<file path="src/rtl/rtkv_pkg.sv">
`default_nettype none
package rtkv_pkg;

	localparam int KEY_WORD_BITS = 32;
	localparam int VALUE_BITS    = 32;
	localparam int KB_W          = 6;

	localparam logic [KB_W-1:0] KEY_BITS_RESET = 6'd20;

	localparam logic CMD_GET = 1'b0;
	localparam logic CMD_SET = 1'b1;

	typedef struct packed {
		logic                     command;
		logic [KEY_WORD_BITS-1:0] key;
		logic [VALUE_BITS-1:0]    store_value;
	} request_t;

	typedef struct packed {
		logic [VALUE_BITS-1:0] read_value;
		logic                  alloc_failed;
	} result_t;

	typedef logic [1:0] upc_t;

	localparam upc_t U_CLEAR = 2'd0;
	localparam upc_t U_IDLE  = 2'd1;
	localparam upc_t U_READ  = 2'd2;
	localparam upc_t U_EVAL  = 2'd3;

	typedef enum logic [1:0] {
		OP_CLEAR,
		OP_LOAD,
		OP_READ,
		OP_EVAL
	} op_t;

	typedef enum logic [1:0] {
		C_ALWAYS,
		C_CLR_DONE,
		C_START,
		C_MORE
	} cond_t;

	typedef struct packed {
		op_t   op;
		cond_t cond;
		upc_t  jt;
		upc_t  jf;
	} ucw_t;

	typedef struct packed {
		logic clr_done;
		logic start;
		logic more;
	} flags_t;

	function automatic ucw_t ucode(input upc_t pc);
		ucw_t w;
		unique case (pc)
			U_CLEAR: w = '{op: OP_CLEAR, cond: C_CLR_DONE, jt: U_IDLE, jf: U_CLEAR};
			U_IDLE:  w = '{op: OP_LOAD,  cond: C_START,    jt: U_READ, jf: U_IDLE};
			U_READ:  w = '{op: OP_READ,  cond: C_ALWAYS,   jt: U_EVAL, jf: U_EVAL};
			U_EVAL:  w = '{op: OP_EVAL,  cond: C_MORE,     jt: U_READ, jf: U_IDLE};
			default: w = '{op: OP_CLEAR, cond: C_CLR_DONE, jt: U_IDLE, jf: U_CLEAR};
		endcase
		return w;
	endfunction

endpackage
`default_nettype wire

</file>
<file path="src/rtl/rtkv_useq.sv">
`default_nettype none
module rtkv_useq (
	input  wire                 clk,
	input  wire                 arst_n,
	input  wire rtkv_pkg::flags_t flags,
	output rtkv_pkg::ucw_t      cw
);

	rtkv_pkg::upc_t upc_q;
	logic           take;

	assign cw = rtkv_pkg::ucode(upc_q);

	always_comb begin
		case (cw.cond)
			rtkv_pkg::C_ALWAYS:   take = 1'b1;
			rtkv_pkg::C_CLR_DONE: take = flags.clr_done;
			rtkv_pkg::C_START:    take = flags.start;
			rtkv_pkg::C_MORE:     take = flags.more;
			default:              take = 1'b1;
		endcase
	end

	always_ff @(posedge clk or negedge arst_n) begin
		if (!arst_n) begin
			upc_q <= rtkv_pkg::U_CLEAR;
		end else begin
			upc_q <= take ? cw.jt : cw.jf;
		end
	end

	a_read_then_eval: assert property (@(posedge clk) disable iff (!arst_n)
		(upc_q == rtkv_pkg::U_READ) |=> (upc_q == rtkv_pkg::U_EVAL))
		else $error("read step not followed by evaluate");

	a_no_return_to_clear: assert property (@(posedge clk) disable iff (!arst_n)
		(upc_q != rtkv_pkg::U_CLEAR) |=> (upc_q != rtkv_pkg::U_CLEAR))
		else $error("sequencer re-entered clear pass");

	a_eval_from_read: assert property (@(posedge clk) disable iff (!arst_n)
		(upc_q == rtkv_pkg::U_EVAL) |-> ($past(upc_q) == rtkv_pkg::U_READ))
		else $error("evaluate without read");

endmodule
`default_nettype wire

</file>
<file path="config.mk">
export PLATFORM = sky130hd
export DESIGN_NAME = rtkv_useq
export DESIGN_NICKNAME = d
export VERILOG_FILES = /design/src/rtl/rtkv_pkg.sv /design/src/rtl/rtkv_useq.sv
export SDC_FILE = /design/constraint.sdc
export NUM_CORES = 1
export LEC_CHECK = 0
export BUFFER_PORTS_ARGS = -buffer_cell sky130_fd_sc_hd__buf_2
export CAP_MARGIN = 20
export CORE_AREA = 2 2 39 41
export DETAILED_ROUTE_END_ITERATION = 8
export DIE_AREA = 0 0 41 43
export HOLD_SLACK_MARGIN = 0.12
export PLACE_DENSITY = 0.35
export SLEW_MARGIN = 20
export SYNTH_ARGS = -nofsm -noshare
export SYNTH_HDL_FRONTEND = slang
export SYNTH_SLANG_ARGS = --single-unit
</file>
<file path="constraint.sdc">
create_clock -name clk -period 1.7 [get_ports clk]
set_input_delay 0.34 -clock clk [delete_from_list [all_inputs] [get_ports clk]]
set_output_delay 0.34 -clock clk [all_outputs]
set_load 0.01 [all_outputs]
</file>
; ---- Word-level counts from Yosys, hierarchy flattened
; Cells that the tools add are included.
[totals]
rom_bits = 0
latchBits = 0
output_inout_bits = 8
reg_bits = 2
n_memories = 0
word_cells = 12
inputBits = 5
ram_bits = 0
[classes]
n_eq_ne = 6
n_mux = 3
addsub = 0
shifts = 0
bitwise_logic = 0
n_mul = 0
n_lt_le_gt_ge = 0
reduce_logical = 2
n_div = 0
[op_table]
columns = operator, n
row1 = $pmux W8 S4, 1
row2 = $eq A2 B2 Y1 const B, 4
row3 = $eq A2 B1 Y1 const B, 2
row4 = $logic_not A2 Y1, 2
row5 = $pmux W1 S4, 1
row6 = $mux W2, 1

; ---- Longest topological paths before layout
; Gate-level depths: netlist of the first run.
[depth]
word_depth = 5
ltp_mapped = 5
ltp_nobuf = 5

; ---- Least setup slack after synthesis of the first run
; Ideal clock, no wire load.
[synth_path]
kind = flip-flop to flip-flop
from = register upc_q[0]
to = register upc_q[0]
setup_time_ps = 82
path_buffers = 0
synth_period_minus_slack_ps = 1457
required_ps = 1618
stages_incl_launch_ff = 6
arrival_time_ps = 1375
slack_ps = 243
path_cell_list = dfrtp_1 > inv_1 > ha_1 > a222oi_1 > a21oi_1 > a31oi_1
[synth_via]
elab_chain_cells = 5
elab_cells_between_ends = 11
cone_classes = eq/ne (6) / mux (3) / reduce/logical (2)
[synth_lines]
columns = element, line_no
row1 = from (decl), rtkv_useq.sv:9  ; rtkv_pkg::upc_t upc_q;
row2 = from (signal assigned), rtkv_useq.sv:26  ; upc_q <= rtkv_pkg::U_CLEAR;
row3 = from (signal assigned), rtkv_useq.sv:28  ; upc_q <= take ? cw.jt : cw.jf;
row4 = "$eq A2 B2 Y1, or another cell as far along", rtkv_pkg.sv:60  ; unique case (pc)
row5 = $pmux W8 S4 *, rtkv_pkg.sv:60
row6 = "$eq A2 B2 Y1, or another cell as far along", rtkv_useq.sv:15  ; case (cw.cond)
row7 = $pmux W1 S4, rtkv_useq.sv:15
row8 = $mux W2 *, rtkv_useq.sv:28
; Every way passes the cells marked *; elsewhere a longest branch is shown, timed or not.

==> results_dict.tcl, run 1 <==
set metrics [dict create \
    hp-class "input pin to asynchronous set/reset pin" \
    grt_pass1_wl_um 676 \
    wl_um 452 \
    grt-ovfl-total 0 \
    startpoint_type "flip-flop" \
    fmax_ghz 0.606 \
    cp_max_fo 5 \
    grt_start_max_net_pins 6 \
    coreArea_sq_um 1380 \
    syn_area_sq_um 209 \
    syn_inst 24 \
    die_h_um 43 \
    numCtsBuffers 3 \
    grt_pass1_vias 177 \
    setup_tns_ns 0 \
    numPortBuffers 12 \
    end_kind "primary output" \
    synth-seq-area-share_pct 24.0 \
    p_per_area_nw_per_um2 2150 \
    arrival_ns 1.31 \
    post_cts_buffers 0 \
    drtIter0Drc 7 \
    maxCapViolCount 0 \
    synth_fp_nets 35 \
    finalHoldViolations 0 \
    dp_hpwl_um 390 \
    ant_nets 0 \
    layout_min_cycle_time_ns 1.65 \
    cts_sinks 2 \
    synth-xor-area-share_pct 0 \
    status "finished, final reports clean" \
    avgSynthCellArea_sq_um 8.71 \
    synthAdderAreaFrac_pct 35.9 \
    num_rows 14 \
    synth_seq_cells 2 \
    place_congestion 0.600 \
    die-width_um 41 \
    clk_latency_ns 0.22 \
    synth_mux_area_share_pct 0 \
    cts_root_buf "clkbuf_4" \
    p_leak_nw 0.180 \
    cts_max_path_buffers 2 \
    post_drt_wl_per_cell_um 8.22 \
    period_share_pct 97.0 \
    fill_cells 157 \
    rsz0062_at_grt "false" \
    nets 52 \
    synthTopCellsByArea "ha_1 36%, dfrtp_1 24%, inv_1 9.0%" \
    yosys_warnings 0 \
    grt_antenna_before_repair 0 \
    viasPerCell 3.76 \
    slew-limit-headroom_pct 69.2 \
    num_vias 207 \
    grt_util_all_layers_pct 6.33 \
    antennaDiodeCount 0 \
    htree_levels 1 \
    firstDrtPassIters 4 \
    dieArea_sq_um 1760 \
    vdd_ir_drop_max_mv 0.406 \
    worstMarginPinSlew_ns 0.461 \
    syn_to_final_growth_pct 58.1 \
    crit_type "flip-flop to primary output" \
    synthDominantCellAreaShare_pct 35.9 \
    synth.distinct_cells 10 \
    yosys.area_share.simple_pct 11.4 \
    drc 0 \
    yosysTopAreaCell "ha_1" \
    cts_tree "yes" \
    ioPinCount 13 \
    final_common_cell "buf_2" \
    slew_viol_final 0 \
    layout-drive-gt1-share_pct 53.8 \
    dpl-instance-area_sq_um 282 \
    skew_ns 0.00331 \
    mostFrequentLayoutCells "11 x buf_2, 4 x inv_1, 4 x ha_1, 3 x nor2_1, 3 x clkbuf_4" \
    stdcell_area_sq_um 330 \
    synth_top_family_by_area "adder cells" \
    initial_utilization_pct 15.1 \
    setup_viol 0 \
    clk_pin_slew_ns 0.03 \
    synth_compound_area_share_pct 12.6 \
    crit_required_ns 1.36 \
]
logic make-up (layout without fill, tap and decap cells):
group                    count (synthesis)  count (layout)
AO/OA/AOI/OAI                            4               4
AND/OR/NAND/NOR                          5               5
flip-flops                               2               2
adder cells (fa/ha/maj)                  6               6
buffers and inverters                    7              22
cell usage after synthesis:
cell type and instances:
ha_1 6, inv_1 5, nor2_1 3, a21oi_1 2, buf_4 2, dfrtp_1 2
a222oi_1 1, a31oi_1 1, or2_1 1, or2_2 1
area by class of cell:
type | count | area (sq um) | area share [%]
inverters | 5 | 18.8 | 5.68
well taps | 16 | 20.0 | 6.06
repair buffers | 14 | 87.6 | 26.5
clock buffers | 3 | 22.5 | 6.82
flip-flops and latches | 2 | 51.3 | 15.5
multi-input cells | 15 | 130 | 39.4
final timing paths:
check | startpoint | end | slack (ns) | depth (start not counted)
worst min register to register | upc_q[0] | flip-flop | 0.56 | 2
max in group asynchronous | arst_n | asynchronous set/reset pin | 1.17 | 2
worst max-delay path | upc_q[0] | cw[7] | 0.05 | 4
min in group clk | flags[1] | flip-flop | 0.50 | 3
worst max register to register | upc_q[0] | upc_q[0] | 0.18 | 5
worst min-delay path | arst_n | asynchronous set/reset pin | 0.43 | 2
worst max-delay path, stage by stage (launching register included):
cell and delay (ns):
dfrtp_1 0.38, buf_6 0.13, ha_2 0.18, or2_2 0.28, buf_6 0.12
repair_timing:
action	4_1_cts	5_1_grt
hold buffers	1	0
endpoints found under the setup margin	2	3
pin swaps	0	0
resized for setup	2	4
endpoints found under the hold margin	2	0
through the flow:
step / setup slack, ns / utilization (%) / total power, mW / instances / hold slack (ns)
detailed placement: 0.0759 / 20.3 / 0.574 / 51 / 0.129
floorplan: 0.243 / - / 0.423 / 24 / 0.0444
global route: 0.000351 / 23.9 / 0.806 / 55 / 0.440
finish: 0.0508 / 23.9 / 0.711 / 55 / 0.425
global placement: 0.0755 / 20.3 / 0.567 / 51 / 0.131
CTS: 0.0137 / 23.1 / 0.695 / 55 / 0.416
routing by layer:
layer	vias to the layer above	GRT usage, %	wire length, um
met5	-	0	0
met1	91	5.47	184
met3	0	4.71	53
met2	10	8.75	214
li1	106	-	-
met4	0	6.00	0
power breakdown:
group	switching (mW)	internal, mW	total (mW)
clock network	0.0266	0.0779	0.104
logic	0.265	0.239	0.504
registers	0.0264	0.0768	0.103
No activity file was read; power rests on OpenSTA's default activity.
==> inputs of run 2 (changes only) <==
BUFFER_PORTS_ARGS = unset   (was -buffer_cell sky130_fd_sc_hd__buf_2)
DONT_BUFFER_PORTS = 1   (was unset)
PLACE_DENSITY = 0.3   (was 0.35)
==> run 2 against run 1 <==
  * Die area is the same
  * Final area shrank 15%
  * Power is 11% lower
  * Clock skew rose by 0.0027 ns
  * Wire length is 11% lower
  * Critical endpoint unchanged
  * Largest cell class unchanged
==> results_dict.tcl, run 2 (synthesis results as in run 1) <==
set metrics [dict create \
    maxCapViolCount 0 \
    drtIter0Drc 2 \
    ant_nets 0 \
    die_h_um 43 \
    p_clk_share_pct 16.0 \
    grt_pass1_vias 191 \
    crit_type "flip-flop to primary output" \
    place_congestion 0.632 \
    htree_levels 1 \
    p_sw_share_pct 46.7 \
    arrival_ns 1.29 \
    p_per_area_nw_per_um2 2270 \
    drc 0 \
    crit_chain "buf_4 -> ha_1 -> or2_2" \
    slew-limit-headroom_pct 70.7 \
    fill_cells 157 \
    vdd_ir_drop_max_mv 0.683 \
    final_common_cell "ha_1" \
    grt_util_all_layers_pct 6.93 \
    syn_to_final_growth_pct 34.1 \
    die-width_um 41 \
    cts_sinks 2 \
    layout_min_cycle_time_ns 1.63 \
    crit_required_ns 1.36 \
    grt_antenna_before_repair 0 \
    cts_tree "yes" \
    clk_latency_ns 0.22 \
    pwr-share-comb_pct 68.1 \
    numPortBuffers 0 \
    startpoint_type "flip-flop" \
    dieArea_sq_um 1760 \
    post_drt_wl_per_cell_um 8.74 \
    clk_pin_slew_ns 0.03 \
    grt-ovfl-total 0 \
    cts_root_buf "clkbuf_4" \
    critPathSlowestCell "dfrtp_2" \
    worstMarginPinSlew_ns 0.439 \
    power_uw 635 \
    nets 43 \
    dp_hpwl_um 334 \
    numCtsBuffers 3 \
    skew_ns 0.00601 \
    layout-drive-gt1-share_pct 36.7 \
    fmax_ghz 0.615 \
    cts_max_path_buffers 2 \
    cpPeakStageDelay_ns 0.42 \
    p_int_uw 339 \
    status "finished, final reports clean" \
    finalHoldViolations 0 \
    grt_start_max_net_pins 6 \
    initial_utilization_pct 15.1 \
    setup_viol 0 \
    viasPerCell 3.67 \
    grt_pass1_wl_um 717 \
    cp_max_fo 5 \
    seqPwrFrac_pct 15.8 \
    slew_viol_final 0 \
    num_rows 14 \
    ioPinCount 13 \
    num_vias 169 \
    end_kind "primary output" \
    setup_tns_ns 0 \
    rsz0062_at_grt "false" \
    mostFrequentLayoutCells "6 x ha_1, 4 x inv_1, 4 x buf_4, 3 x nor2_1, 3 x clkbuf_4" \
    net-switching-power_uw 297 \
    p_leak_nw 0.148 \
    hp-class "input pin to asynchronous set/reset pin" \
    coreArea_sq_um 1380 \
    wl_um 402 \
    period_share_pct 95.7 \
    antennaDiodeCount 0 \
    firstDrtPassIters 4 \
]
run 2: cell count changes in the layout (fill, tap and decap cells not counted), moves of 2 or more:
cell,delta
ha_2,-2
ha_1,+2
buf_2,-11
buf_4,+4
buf_6,-2
run 2: repair_timing:
action | in CTS | in global routing
hold buffers | 1 | 0
pin swaps | 0 | 0
buffers inserted | 1 | 1
gates resized for setup | 0 | 3
endpoints found under the hold margin | 2 | 0
endpoints found under the setup margin | 4 | 4
run 2: metal layers:
| metal | wire (um) | vias up | GRT usage, % |
|---|---|---|---|
| met4 | 0 | 0 | 8.00 |
| li1 | - | 90 | - |
| met1 | 183 | 73 | 7.74 |
| met3 | 28 | 0 | 4.71 |
| met2 | 191 | 6 | 7.50 |
| met5 | 0 | - | 0 |
run 2: area by class of cell:
class	instances	area [sq um]	area share [%]
sequential	2	51.3	18.3
timing repair buffer	5	40.0	14.3
inverter	5	18.8	6.70
tap	16	20.0	7.14
multi-input combinational	15	128	45.5
clock buffer	3	22.5	8.04
run 2: final timing paths:
check / to / slack, ns / cells after the start
setup / recovery: cw[7] / 0.07 / 3
hold / removal: upc_q[0] / 0.35 / 1
setup reg to reg: upc_q[0] / 0.15 / 5
hold reg to reg: flip-flop / 0.58 / 2
max in group asynchronous: asynchronous set/reset pin / 1.21 / 1
min in group clk: flip-flop / 0.41 / 2
run 2: worst max-delay path: cells and delay by family (launching register included):
kind	cells	cell delay [ns]
fa+ha+maj	1	0.20
simple gates	1	0.31
buf+inv	1	0.14
flops	1	0.42
run 2: power by group through the flow:
stage	sequential [mW]	combinational [mW]	clock (mW)
finish	0.101	0.433	0.102
global route	0.106	0.505	0.115
CTS	0.0957	0.412	0.108
detailed placement	0.109	0.378	0
global placement	0.110	0.379	0
floorplan	0.102	0.321	0
run 2: per-stage QoR:
stage / utilization, % / worst slack [ns] / hold slack (ns) / instances / area [sq um]
floorplan: - / 0.243 / 0.0444 / 24 / 209
global placement: 16.5 / 0.0968 / 0.0445 / 40 / 229
detailed placement: 16.5 / 0.118 / 0.0445 / 40 / 229
CTS: 19.4 / 0.00543 / 0.341 / 45 / 269
global route: 20.3 / 0.00411 / 0.339 / 46 / 280
finish: 20.3 / 0.0738 / 0.348 / 46 / 280
